===== src/hw/rtl/i2cee_pkg.sv =====
// Shared types, register map and reset values for the EEPROM byte master.
package i2cee_pkg;

	localparam int CFG_WIDTH = 16;
	localparam int IDX_WIDTH = 3;
	localparam int QDEPTH    = 2;
	localparam int QPTR_W    = $clog2(QDEPTH);
	localparam int QCNT_W    = $clog2(QDEPTH + 1);

	typedef logic [IDX_WIDTH-1:0] reg_idx_t;

	localparam reg_idx_t REG_DEVICE_ADDRESS = 3'd0;
	localparam reg_idx_t REG_ACK_TIMEOUT    = 3'd1;
	localparam reg_idx_t REG_PHASE_TICKS    = 3'd2;
	localparam reg_idx_t REG_WRITE_RECOVERY = 3'd3;
	localparam reg_idx_t REG_READ_RECOVERY  = 3'd4;

	localparam logic [6:0]  RST_DEVICE_ADDRESS = 7'd80;
	localparam logic [7:0]  RST_ACK_TIMEOUT    = 8'd255;
	localparam logic [7:0]  RST_PHASE_TICKS    = 8'd1;
	localparam logic [15:0] RST_WRITE_RECOVERY = 16'd50;
	localparam logic [15:0] RST_READ_RECOVERY  = 16'd10;

	typedef enum logic [3:0] {
		PH_IDLE     = 4'd0,
		PH_START    = 4'd1,
		PH_DEVW     = 4'd2,
		PH_ACKDEVW  = 4'd3,
		PH_ADDR     = 4'd4,
		PH_ACKADDR  = 4'd5,
		PH_DATA     = 4'd6,
		PH_ACKDATA  = 4'd7,
		PH_RSTART   = 4'd8,
		PH_DEVR     = 4'd9,
		PH_ACKDEVR  = 4'd10,
		PH_READ     = 4'd11,
		PH_NACK     = 4'd12,
		PH_STOP     = 4'd13,
		PH_RECOVER  = 4'd14
	} phase_t;

	typedef enum logic [1:0] {
		OP_NONE  = 2'd0,
		OP_WRITE = 2'd1,
		OP_READ  = 2'd2
	} op_t;

	typedef struct packed {
		logic       cmd_valid;
		logic       mode;
		logic [7:0] mem_address;
		logic [7:0] write_data;
		logic       sda_sample;
	} cmd_t;

	typedef struct packed {
		logic       scl_level;
		logic       sda_release;
		logic       busy_res;
		logic       done_res;
		logic [7:0] read_data;
		logic       ack_missing;
	} res_t;

	// queue entry: beat already decoded into an operation
	typedef struct packed {
		op_t        op;
		logic [7:0] mem_address;
		logic [7:0] write_data;
		logic       sda_sample;
	} item_t;

	typedef struct packed {
		logic [6:0]  device_address;
		logic [7:0]  ack_timeout;
		logic [7:0]  phase_ticks;
		logic [15:0] write_recovery;
		logic [15:0] read_recovery;
	} cfg_t;

	typedef struct packed {
		logic clk;
		logic dat;
	} lines_t;

endpackage


===== src/hw/rtl/i2cee_ifs.sv =====
// Valid/ready channel interfaces for command beats and result beats.
interface i2cee_cmd_if;
	import i2cee_pkg::*;
	logic valid;
	logic ready;
	cmd_t data;
	modport source(output valid, output data, input ready);
	modport sink(input valid, input data, output ready);
endinterface

interface i2cee_res_if;
	import i2cee_pkg::*;
	logic valid;
	logic ready;
	res_t data;
	modport source(output valid, output data, input ready);
	modport sink(input valid, input data, output ready);
endinterface


===== src/hw/rtl/i2cee_front.sv =====
// Front end: decodes incoming beats and queues them for the bus sequencer.
module i2cee_front (
	input  logic                 clk,
	input  logic                 arst_n,
	i2cee_cmd_if.sink            tick,
	output logic                 item_valid,
	input  logic                 item_ready,
	output i2cee_pkg::item_t     item
);
	import i2cee_pkg::*;

	item_t               mem_q [QDEPTH];
	logic [QPTR_W-1:0]   wr_ptr_q;
	logic [QPTR_W-1:0]   rd_ptr_q;
	logic [QCNT_W-1:0]   count_q;
	logic                push;
	logic                pop;
	item_t               item_in;

	always_comb begin
		item_in.mem_address = tick.data.mem_address;
		item_in.write_data  = tick.data.write_data;
		item_in.sda_sample  = tick.data.sda_sample;
		if (!tick.data.cmd_valid) begin
			item_in.op = OP_NONE;
		end else if (tick.data.mode) begin
			item_in.op = OP_READ;
		end else begin
			item_in.op = OP_WRITE;
		end
	end

	assign tick.ready = (count_q != QCNT_W'(QDEPTH));
	assign item_valid = (count_q != '0);
	assign item       = mem_q[rd_ptr_q];
	assign push       = tick.valid && tick.ready;
	assign pop        = item_valid && item_ready;

	always_ff @(posedge clk) begin
		if (push) begin
			mem_q[wr_ptr_q] <= item_in;
		end
	end

	always_ff @(posedge clk or negedge arst_n) begin
		if (!arst_n) begin
			wr_ptr_q <= '0;
			rd_ptr_q <= '0;
			count_q  <= '0;
		end else begin
			if (push) begin
				wr_ptr_q <= (wr_ptr_q == QPTR_W'(QDEPTH - 1)) ? '0 : wr_ptr_q + QPTR_W'(1);
			end
			if (pop) begin
				rd_ptr_q <= (rd_ptr_q == QPTR_W'(QDEPTH - 1)) ? '0 : rd_ptr_q + QPTR_W'(1);
			end
			if (push && !pop) begin
				count_q <= count_q + QCNT_W'(1);
			end else if (pop && !push) begin
				count_q <= count_q - QCNT_W'(1);
			end
		end
	end

endmodule


===== src/hw/rtl/i2cee_back.sv =====
// Back end: bus phase sequencer, one tick per beat, with a registered result.
module i2cee_back (
	input  logic              clk,
	input  logic              arst_n,
	input  i2cee_pkg::cfg_t   cfg,
	input  logic              item_valid,
	output logic              item_ready,
	input  i2cee_pkg::item_t  item,
	i2cee_res_if.source       result
);
	import i2cee_pkg::*;

	phase_t      phase_q, phase_d;
	logic [1:0]  slot_q, slot_d;
	logic [3:0]  bit_q, bit_d;
	logic [7:0]  shift_q, shift_d;
	logic [15:0] wait_q, wait_d;
	logic        mode_q, mode_d;
	logic [7:0]  addr_q, addr_d;
	logic [7:0]  data_q, data_d;
	logic        err_q, err_d;
	lines_t      lines_q, lines_d;
	logic        res_valid_q;
	res_t        res_q, res_d;

	logic        step;
	logic        done;
	logic        apply_en;
	logic        enter_en;
	phase_t      enter_ph;
	logic [1:0]  enter_slot;
	logic [15:0] hold;
	logic [15:0] wait_inc;

	function automatic logic is_ack(phase_t ph);
		return ph == PH_ACKDEVW || ph == PH_ACKADDR || ph == PH_ACKDATA || ph == PH_ACKDEVR;
	endfunction

	// line levels driven on entry to a slot
	function automatic lines_t apply_slot(phase_t ph, logic [1:0] s, logic [3:0] bc,
			logic [7:0] sh, lines_t cur);
		lines_t l;
		l = cur;
		unique case (ph)
			PH_START, PH_RSTART: begin
				case (s)
					2'd0:    l.dat = 1'b1;
					2'd1:    l.clk = 1'b1;
					2'd2:    l.dat = 1'b0;
					default: l.clk = 1'b0;
				endcase
			end
			PH_DEVW, PH_ADDR, PH_DATA, PH_DEVR: begin
				case (s)
					2'd0:    l.clk = 1'b0;
					2'd1:    l.dat = (bc < 4'd8) ? sh[7] : 1'b1;
					default: l.clk = 1'b1;
				endcase
			end
			PH_ACKDEVW, PH_ACKADDR, PH_ACKDATA, PH_ACKDEVR: begin
				if (s == 2'd0) begin
					l.clk = 1'b1;
					l.dat = 1'b1;
				end else begin
					l.clk = 1'b0;
				end
			end
			PH_READ: begin
				case (s)
					2'd0:    l.clk = 1'b0;
					2'd1:    l.dat = 1'b1;
					2'd2:    l.clk = 1'b1;
					default: l.clk = 1'b0;
				endcase
			end
			PH_NACK: begin
				case (s)
					2'd0:    l.dat = 1'b1;
					2'd1:    l.clk = 1'b1;
					default: l.clk = 1'b0;
				endcase
			end
			PH_STOP: begin
				case (s)
					2'd0:    l.dat = 1'b0;
					2'd1:    l.clk = 1'b1;
					default: l.dat = 1'b1;
				endcase
			end
			default: begin
				l.clk = 1'b1;
				l.dat = 1'b1;
			end
		endcase
		return l;
	endfunction

	assign item_ready   = !res_valid_q || result.ready;
	assign step         = item_valid && item_ready;
	assign result.valid = res_valid_q;
	assign result.data  = res_q;

	assign hold     = (cfg.phase_ticks == 8'd0) ? 16'd0 : {8'd0, cfg.phase_ticks - 8'd1};
	assign wait_inc = wait_q + 16'd1;

	// next state
	always_comb begin
		phase_d    = phase_q;
		slot_d     = slot_q;
		bit_d      = bit_q;
		shift_d    = shift_q;
		wait_d     = wait_q;
		mode_d     = mode_q;
		addr_d     = addr_q;
		data_d     = data_q;
		err_d      = err_q;
		apply_en   = 1'b0;
		done       = 1'b0;
		enter_en   = 1'b0;
		enter_ph   = phase_q;
		enter_slot = slot_q;

		if (phase_q == PH_IDLE) begin
			if (item.op != OP_NONE) begin
				mode_d     = (item.op == OP_READ);
				addr_d     = item.mem_address;
				data_d     = item.write_data;
				err_d      = 1'b0;
				shift_d    = 8'd0;
				enter_en   = 1'b1;
				enter_ph   = PH_START;
				enter_slot = 2'd0;
			end
		end else if (phase_q == PH_RECOVER) begin
			if (wait_q == 16'd0) begin
				phase_d = PH_IDLE;
				done    = 1'b1;
			end else begin
				wait_d = wait_q - 16'd1;
			end
		end else if (is_ack(phase_q) && slot_q == 2'd0) begin
			// clock held high until the device pulls data low or timeout
			if (!item.sda_sample) begin
				enter_en   = 1'b1;
				enter_slot = 2'd1;
			end else begin
				wait_d = wait_inc;
				if (wait_inc >= {8'd0, cfg.ack_timeout}) begin
					err_d      = 1'b1;
					enter_en   = 1'b1;
					enter_slot = 2'd1;
				end
			end
		end else if (wait_q != 16'd0) begin
			wait_d = wait_q - 16'd1;
		end else begin
			unique case (phase_q)
				PH_START, PH_RSTART: begin
					enter_en = 1'b1;
					if (slot_q < 2'd3) begin
						enter_slot = slot_q + 2'd1;
					end else begin
						shift_d    = {cfg.device_address, phase_q == PH_RSTART};
						bit_d      = 4'd0;
						enter_ph   = (phase_q == PH_START) ? PH_DEVW : PH_DEVR;
						enter_slot = 2'd0;
					end
				end
				PH_DEVW, PH_ADDR, PH_DATA, PH_DEVR: begin
					if (bit_q < 4'd8) begin
						enter_en = 1'b1;
						if (slot_q < 2'd2) begin
							enter_slot = slot_q + 2'd1;
						end else begin
							shift_d    = {shift_q[6:0], 1'b0};
							bit_d      = bit_q + 4'd1;
							enter_slot = 2'd0;
						end
					end else if (slot_q < 2'd1) begin
						enter_en   = 1'b1;
						enter_slot = 2'd1;
					end else begin
						// ack phase directly follows its send phase
						phase_d  = phase_t'(4'(phase_q) + 4'd1);
						slot_d   = 2'd0;
						wait_d   = 16'd0;
						apply_en = 1'b1;
					end
				end
				PH_ACKDEVW: begin
					shift_d    = addr_q;
					bit_d      = 4'd0;
					enter_en   = 1'b1;
					enter_ph   = PH_ADDR;
					enter_slot = 2'd0;
				end
				PH_ACKADDR: begin
					enter_en   = 1'b1;
					enter_slot = 2'd0;
					if (mode_q) begin
						enter_ph = PH_RSTART;
					end else begin
						shift_d  = data_q;
						bit_d    = 4'd0;
						enter_ph = PH_DATA;
					end
				end
				PH_ACKDATA: begin
					enter_en   = 1'b1;
					enter_ph   = PH_STOP;
					enter_slot = 2'd0;
				end
				PH_ACKDEVR: begin
					bit_d      = 4'd0;
					shift_d    = 8'd0;
					enter_en   = 1'b1;
					enter_ph   = PH_READ;
					enter_slot = 2'd0;
				end
				PH_READ: begin
					enter_en = 1'b1;
					if (slot_q < 2'd2) begin
						enter_slot = slot_q + 2'd1;
					end else if (slot_q == 2'd2) begin
						shift_d    = {shift_q[6:0], item.sda_sample};
						enter_slot = 2'd3;
					end else if (bit_q < 4'd7) begin
						bit_d      = bit_q + 4'd1;
						enter_slot = 2'd2;
					end else begin
						enter_ph   = PH_NACK;
						enter_slot = 2'd0;
					end
				end
				PH_NACK: begin
					enter_en = 1'b1;
					if (slot_q < 2'd2) begin
						enter_slot = slot_q + 2'd1;
					end else begin
						enter_ph   = PH_STOP;
						enter_slot = 2'd0;
					end
				end
				PH_STOP: begin
					if (slot_q < 2'd2) begin
						enter_en   = 1'b1;
						enter_slot = slot_q + 2'd1;
					end else begin
						phase_d  = PH_RECOVER;
						slot_d   = 2'd0;
						apply_en = 1'b1;
						wait_d   = mode_q ? cfg.read_recovery : cfg.write_recovery;
					end
				end
				default: begin
					phase_d  = PH_IDLE;
					slot_d   = 2'd0;
					wait_d   = 16'd0;
					apply_en = 1'b1;
				end
			endcase
		end

		if (enter_en) begin
			phase_d  = enter_ph;
			slot_d   = enter_slot;
			wait_d   = hold;
			apply_en = 1'b1;
		end
	end

	// outputs
	always_comb begin
		lines_d = apply_en ? apply_slot(phase_d, slot_d, bit_d, shift_d, lines_q) : lines_q;
		res_d.scl_level   = lines_d.clk;
		res_d.sda_release = lines_d.dat;
		res_d.busy_res    = (phase_d != PH_IDLE);
		res_d.done_res    = done;
		res_d.read_data   = (done && mode_q) ? shift_q : 8'd0;
		res_d.ack_missing = done && err_q;
	end

	always_ff @(posedge clk or negedge arst_n) begin
		if (!arst_n) begin
			phase_q     <= PH_IDLE;
			slot_q      <= 2'd0;
			bit_q       <= 4'd0;
			shift_q     <= 8'd0;
			wait_q      <= 16'd0;
			mode_q      <= 1'b0;
			addr_q      <= 8'd0;
			data_q      <= 8'd0;
			err_q       <= 1'b0;
			lines_q     <= '{clk: 1'b1, dat: 1'b1};
			res_valid_q <= 1'b0;
		end else begin
			if (step) begin
				phase_q     <= phase_d;
				slot_q      <= slot_d;
				bit_q       <= bit_d;
				shift_q     <= shift_d;
				wait_q      <= wait_d;
				mode_q      <= mode_d;
				addr_q      <= addr_d;
				data_q      <= data_d;
				err_q       <= err_d;
				lines_q     <= lines_d;
				res_valid_q <= 1'b1;
			end else if (result.ready) begin
				res_valid_q <= 1'b0;
			end
		end
	end

	always_ff @(posedge clk) begin
		if (step) begin
			res_q <= res_d;
		end
	end

endmodule


===== src/hw/rtl/i2c_eeprom_byte_master_core.sv =====
// Top level: config registers, beat queue and bus sequencer for the EEPROM byte master.
// A tick beat is held in the queue; its result beat is registered once the sequencer takes it.
// Throughput: one tick beat per cycle, and one bus tick per cycle, while results are taken.
// The two-entry queue keeps accepting ticks while a result waits to be taken, until it is full.
// Reset: queue emptied, sequencer idle with both bus lines released, registers
// return to their defaults.
module i2c_eeprom_byte_master_core (
	input  logic                               clk,
	input  logic                               arst_n,
	i2cee_cmd_if.sink                          tick,
	i2cee_res_if.source                        result,
	input  logic                               wr_en,
	input  i2cee_pkg::reg_idx_t                wr_index,
	input  logic [i2cee_pkg::CFG_WIDTH-1:0]    wr_data
);
	import i2cee_pkg::*;

	cfg_t  cfg_q;
	logic  item_valid;
	logic  item_ready;
	item_t item;

	always_ff @(posedge clk or negedge arst_n) begin
		if (!arst_n) begin
			cfg_q.device_address <= RST_DEVICE_ADDRESS;
			cfg_q.ack_timeout    <= RST_ACK_TIMEOUT;
			cfg_q.phase_ticks    <= RST_PHASE_TICKS;
			cfg_q.write_recovery <= RST_WRITE_RECOVERY;
			cfg_q.read_recovery  <= RST_READ_RECOVERY;
		end else if (wr_en) begin
			unique case (wr_index)
				REG_DEVICE_ADDRESS: cfg_q.device_address <= wr_data[6:0];
				REG_ACK_TIMEOUT:    cfg_q.ack_timeout    <= wr_data[7:0];
				REG_PHASE_TICKS:    cfg_q.phase_ticks    <= wr_data[7:0];
				REG_WRITE_RECOVERY: cfg_q.write_recovery <= wr_data;
				REG_READ_RECOVERY:  cfg_q.read_recovery  <= wr_data;
				default: ;
			endcase
		end
	end

	i2cee_front u_front (
		.clk        (clk),
		.arst_n     (arst_n),
		.tick       (tick),
		.item_valid (item_valid),
		.item_ready (item_ready),
		.item       (item)
	);

	i2cee_back u_back (
		.clk        (clk),
		.arst_n     (arst_n),
		.cfg        (cfg_q),
		.item_valid (item_valid),
		.item_ready (item_ready),
		.item       (item),
		.result     (result)
	);

endmodule


===== src/flat_wrapper.sv =====
// flat-port wrapper written by rule: the top's interface ports become plain ports
module i2c_eeprom_byte_master_core_flat import i2cee_pkg::*;
  (clk, arst_n, wr_en, wr_index, wr_data, tick_valid, tick_data, tick_ready, result_valid, result_data, result_ready);
  i2cee_cmd_if tick_i ();
  i2cee_res_if result_i ();
  input  logic clk;
  input  logic arst_n;
  input  logic wr_en;
  input  i2cee_pkg::reg_idx_t wr_index;
  input  logic [i2cee_pkg::CFG_WIDTH-1:0] wr_data;
  input wire logic [$bits(tick_i.valid)-1:0] tick_valid;
  input wire logic [$bits(tick_i.data)-1:0] tick_data;
  output wire logic [$bits(tick_i.ready)-1:0] tick_ready;
  output wire logic [$bits(result_i.valid)-1:0] result_valid;
  output wire logic [$bits(result_i.data)-1:0] result_data;
  input wire logic [$bits(result_i.ready)-1:0] result_ready;
  assign tick_i.valid = tick_valid;
  assign tick_i.data = tick_data;
  assign tick_ready = tick_i.ready;
  assign result_valid = result_i.valid;
  assign result_data = result_i.data;
  assign result_i.ready = result_ready;
  i2c_eeprom_byte_master_core u_core (.clk(clk), .arst_n(arst_n), .tick(tick_i), .result(result_i), .wr_en(wr_en), .wr_index(wr_index), .wr_data(wr_data));
endmodule

===== config.mk =====
export PLATFORM = sky130hd
export DESIGN_NAME = i2c_eeprom_byte_master_core_flat
export DESIGN_NICKNAME = d
export VERILOG_FILES = /design/src/hw/rtl/i2cee_pkg.sv /design/src/hw/rtl/i2cee_ifs.sv /design/src/hw/rtl/i2cee_front.sv /design/src/hw/rtl/i2cee_back.sv /design/src/hw/rtl/i2c_eeprom_byte_master_core.sv /design/src/flat_wrapper.sv
export SDC_FILE = /design/constraint.sdc
export NUM_CORES = 1
export LEC_CHECK = 0
export BUFFER_PORTS_ARGS = -buffer_cell sky130_fd_sc_hd__buf_2
export CAP_MARGIN = 40
export CORE_UTILIZATION = 62
export DETAILED_ROUTE_END_ITERATION = 7
export PLACE_DENSITY = 0.77
export SYNTH_ARGS = -nofsm -noshare
export SYNTH_HDL_FRONTEND = slang
export SYNTH_SLANG_ARGS = --single-unit

===== constraint.sdc =====
create_clock -name clk -period 4.9 [get_ports clk]
set_clock_uncertainty 0.05 [all_clocks]
set_input_delay 1.225 -clock clk [delete_from_list [all_inputs] [get_ports clk]]
set_output_delay 1.225 -clock clk [all_outputs]
set_load 0.005 [all_outputs]

Word-level counts from Yosys, hierarchy flattened:

Memories as Yosys holds them, arrays and structs flattened.
Cells that the tools add are included.
Widths: inputs -> output; s select.

* add/subtract/negate cells: 10
* magnitude comparators: 7
* equality and inequality tests: 53
* muxes and demuxes: 138
* reductions and logical operators: 48

Operators by type and width (count)
* $mux 16: 11
* $mux 4: 32
* $mux 8: 12
* $mux 2: 28
* $eq 4x4->1 const B: 13
* $pmux 16 s3: 1
* $pmux 8 s6: 1
* $mux 1: 39
* $eq 4x3->1 const B: 8
* $pmux 4 s7: 1
* $pmux 2 s6: 2
* $ne 3x3->1 const B: 7
* $pmux 4 s5: 1
* $ne 6x6->1 const B: 3
* $add 16x1->16 const B: 1
* $eq 4x2->1 const B: 4
* $ge 16x8->1: 1
* $logic_not 16->1: 1
* $reduce_bool 16->1: 1
* $reduce_or 4->1: 4
* $sub 16x1->16 const B: 1
* $reduce_bool 2->1: 7
* $pmux 1 s2: 6
* $pmux 4 s3: 1
* other kinds (37): 70

* bits in registers: 127
* bits in writable memories: 38
* output and inout port bits: 15
* memories kept: 1

Memories
* u_core.u_front.mem_q: depth 2, bits a word 19, read ports 1, clocked after Yosys merged registers in 0, wr ports 1, RTL line i2cee_front.sv:12 `item_t mem_q [QDEPTH];`

Depth between registers and ports, before layout:

* word-level depth: 15
* mapped depth: 22

Modules after synthesis:

From an unflattened synthesis, not the netlist that was laid out.

* cells, all modules: 980
* area total of the unflattened synthesis: 9968.3 um^2

Modules (own cells, without submodules)
* i2cee_back: times used 1, cells each 781, area an instance 6246.0 um^2, seq. area each 1769.2 um^2
* i2c_eeprom_byte_master_core: times used 1, cells each 120, area an instance 2120.8 um^2, seq. area each 1396.3 um^2
* i2cee_front: times used 1, cells each 79, area an instance 1601.5 um^2, seq. area each 1241.2 um^2

Least setup slack after synthesis:

No wires, ideal clock.

* path kind: register to register
* start point: register u_core.u_back.wait_q[2]
* end point: register u_core.u_back.res_q (netlist bit u_core.u_back.result.data[12]) (data pin)
* arrival: 4.067 ns
* required time: 4.683 ns
* slack: 0.616 ns
* cell stages (with the launch flop): 22
* buffers on the path: 2
* cell sequence: dfrtp_1 > clkbuf_1 > nand3_1 > nor2_1 > xor2_1 > ha_1 > a21oi_1 > o21a_1 > o41ai_1 > nand4b_1 > or3_1 > buf_2 > and2_4 > mux2i_4 > inv_1 > ha_1 > nor2_1 > a21oi_1 > and3_1 > a211oi_1 > nor3_1 > a211oi_1

RTL lines
* start: declaration: RTL line i2cee_back.sv:17 `logic [15:0] wait_q, wait_d;`
* start signal: assignment: RTL line i2cee_back.sv:302 `wait_q <= wait_d;`
* end signal: assignment: RTL line i2cee_back.sv:317 `res_q <= res_d;`
* end: declaration: RTL line i2cee_back.sv:24 `res_t res_q, res_d;`

==> flow_metrics.env <==
export IMPL_status="complete, no violations"
export IMPL_cts_root_buf="clkbuf_16"
export IMPL_synth_ff_type="dfrtp_1"
export IMPL_yosys_warnings=0
export IMPL_fp_dieArea_mm2=0.0162
export IMPL_drt_initial_drc_count=765
export IMPL_initial_core_util_pct=63.9
export IMPL_fmax_ghz=0.216
export IMPL_crit_slowest_cell="or4_1"
export IMPL_slew_viol_final=0
export IMPL_crit_top_cell="a211oi_1"
export IMPL_path_max_fanout=9
export IMPL_vdd_ir_drop_max_mv=0.465
export IMPL_h_tree_depth=4
export IMPL_drive_gt1_share_pct=23.5
export IMPL_synthToLayoutAreaGrowth_pct=13.2
export IMPL_die_h_um=127
export IMPL_tightest_slew_ns=0.962
export IMPL_ant_nets=0
export IMPL_slowest_delay_ns=0.57
export IMPL_final_common_cell="dfrtp_1"
export IMPL_async_reset_ff_share_pct=69.1
export IMPL_fin_total_pwr_mw=6.96
export IMPL_die_w_um=127
export IMPL_via_per_inst=6.43
export IMPL_setup_viol=0
export IMPL_cp_start_kind="register"
export IMPL_globalRouteOverflowTotal=0
export IMPL_synth_seq_cells=165
export IMPL_hold_path_class="reg2reg"
export IMPL_cts_buffers=17
export IMPL_path_buf_inv=2
export IMPL_hold_viol=0
export IMPL_required_ns=5.10
export IMPL_routedWlPerCell_um=20.2
export IMPL_cts_tree="built"
export IMPL_drc_errors=0
export IMPL_ios=58
export IMPL_power_leakage_nw=4.53
export IMPL_cp_top_family="simple AND/OR/NAND/NOR gates"
export IMPL_avgSynthCellArea_um2=9.87
export IMPL_port_buffers=57
export IMPL_gr_usage_all_layers_pct=33.4
export IMPL_end_kind="register"
export IMPL_clockBufferDepth=2
export IMPL_grt_pass1_vias=7793
export IMPL_grt_antenna_before_repair=0
export IMPL_cp_data_arrival_time_ns=4.82
export IMPL_cts_sinks=165
export IMPL_maxCapViolations=0
export IMPL_synthDistinctLibCells=84
export IMPL_syn_nets=1058
export IMPL_layout_min_cycle_time_ns=4.62
export IMPL_path_cells="inv_1 -> ha_1 -> or4b_4 -> or4_1 -> nor2_1 -> a41oi_1 -> a211oi_1 -> o22ai_1 -> mux2i_4 -> inv_1 -> ha_1 -> nor2_1 -> a21oi_1 -> and3_1 -> a211oi_1 -> nor3_1 -> a211oi_1"
export IMPL_nNetsFinal=1120
export IMPL_drt_pass1_iter_count=5
export IMPL_core_area_mm2=0.0153
export IMPL_crit_type="reg2reg"
export IMPL_netlist_area_mm2=0.00976
export IMPL_path_clk_slew_ns=0.08
export IMPL_relSlewSlack_pct=35.6
export IMPL_period_share_pct=94.3
export IMPL_synth_edff_count=51
export IMPL_seqCellArea_mm2=0.00441
export IMPL_grt_max_degree=42
export IMPL_multiInputGateArea_mm2=0.00498
export IMPL_yosysSeqAreaShare_pct=45.2
export IMPL_wl_mm=25.7
export IMPL_rows=45
export IMPL_n_antenna_cell=0
export IMPL_routabilityCongestion=0.980
export IMPL_mostFrequentLayoutCells="93 x dfrtp_1, 92 x nand2_1, 83 x o21ai_0"
export IMPL_fillCellCount=1150
export IMPL_dp_hpwl_mm=17.9
export IMPL_clk_latency_ns=0.45
export IMPL_dr_total_vias=8187
export IMPL_p_per_area_mw_per_mm2=630
export IMPL_grt_pass1_wl_mm=41.3
export IMPL_worst_hold_slack_ns=0.444
export IMPL_synthCells=988
## path summary, 6_finish.rpt
check,cells after the start,slack (ns),startpoint,end
setup / recovery,17,0.28,u_core.u_back.wait_q[0],u_core.u_back.result.data[12]
hold / removal,2,0.44,u_core.u_back.data_q[2],u_core.u_back.data_q[2]
setup reg to reg,17,0.28,u_core.u_back.wait_q[0],u_core.u_back.result.data[12]
hold reg to reg,2,0.44,u_core.u_back.data_q[2],u_core.u_back.data_q[2]
max in group asynchronous,2,3.15,arst_n,u_core.cfg_q[46]
min in group asynchronous,1,0.72,arst_n,u_core.u_back.slot_q[1]
## area by class of cell
class | instances | share of cell area [%]
sequential | 165 | 39.9
clock inverter | 15 | 1.90
tap | 211 | 2.39
multi-input combinational | 734 | 45.0
clock buffer | 17 | 3.85
timing repair buffer | 104 | 5.92
inverter | 28 | 0.952
## where the power goes
part / switching, mW / internal [mW]
sequential: 0.333 / 1.87
clock: 0.690 / 0.710
combinational: 2.03 / 1.33
total: 3.05 / 3.90
## flip-flops by register name (all words and copies together), names as in the netlist
| name | cells |
|---|---|
| u_core.u_back.phase_q | 4 |
| u_core.u_front.rd_ptr_q | 1 |
| u_core.u_back.addr_q | 8 |
| u_core.u_front.mem_q | 38 |
| u_core.u_back.result.valid | 1 |
| u_core.cfg_q | 55 |
| u_core.u_front.count_q | 2 |
| u_core.u_back.err_q | 1 |
| u_core.u_back.result.data | 13 |
| u_core.u_front.wr_ptr_q | 1 |
| u_core.u_back.slot_q | 2 |
| u_core.u_back.mode_q | 1 |
| u_core.u_back.shift_q | 8 |
| u_core.u_back.lines_q | 2 |
| u_core.u_back.bit_q | 4 |
| u_core.u_back.wait_q | 16 |
| u_core.u_back.data_q | 8 |
## kinds of logic after synthesis
kind of cell	after synthesis	synth area share (%)
buffers and inverters	89	3.95
xor gates and xnor gates	23	2.06
and+or+nand+nor	335	17.8
DFF	165	45.2
AOI/OAI and AO/OA	250	16.4
muxes	99	11.1
adders and majority gates	27	3.46
## tightest hold or removal path: stages (launching register included)
cell and delay (ns):
dfrtp_1 0.36, nand2_1 0.05, o21ai_0 0.06
## through the flow
stage / cells / area, um2 / utilization (%) / worst slack (ns) / setup TNS [ns]
floorplan: 988 / 9760 / - / 0.616 / 0
global placement: 1234 / 10300 / 67.7 / 0.499 / 0
detailed placement: 1239 / 10400 / 68.0 / 0.387 / 0
CTS: 1271 / 11000 / 72.2 / 0.248 / 0
global route: 1274 / 11000 / 72.4 / -0.00828 / -0.00828
finish: 1274 / 11000 / 72.4 / 0.281 / 0
## metal layers
| metal | vias to the layer above | global-route usage, % | share of wire, % |
|---|---|---|---|
| li1 | 3763 | - | - |
| met1 | 3951 | 45.8 | 43 |
| met2 | 399 | 52.4 | 46 |
| met3 | 74 | 6.37 | 7.5 |
| met4 | 0 | 13.4 | 2.7 |
| met5 | - | 0 | 0 |
## cell usage after synthesis (6+ instances only)
master / instances / area [um2]
nor2b_1: 10 / 62.6
nand3_1: 37 / 185
and2_1: 6 / 37.5
clkbuf_1: 41 / 154
a31oi_1: 8 / 50.1
a32o_1: 7 / 70.1
inv_1: 25 / 93.8
buf_2: 11 / 55.1
nand2_1: 92 / 345
o22ai_1: 9 / 56.3
or2_2: 7 / 43.8
nand2b_1: 8 / 50.1
nor3_1: 26 / 130
a211oi_1: 13 / 97.6
edfxtp_1: 51 / 1530
o21ai_0: 83 / 415
a21oi_1: 47 / 235
a21o_1: 8 / 60.1
mux2_2: 63 / 709
nor2_1: 76 / 285
dfrtp_1: 96 / 2400
or3_1: 6 / 37.5
o31ai_1: 11 / 82.6
and3_1: 16 / 100
a221oi_1: 10 / 87.6
xnor2_1: 14 / 123
mux2i_1: 34 / 340
o21a_1: 6 / 45.0
nand4_1: 6 / 37.5
ha_1: 27 / 338
dfstp_2: 18 / 473
xor2_1: 9 / 78.8
## repair_timing
item                       CTS  global route
setup endpoints to repair    0             2
resized for setup            0             4
hold buffers                 0             0
buffers inserted             0             3
(Power assumes the default switching activity.)
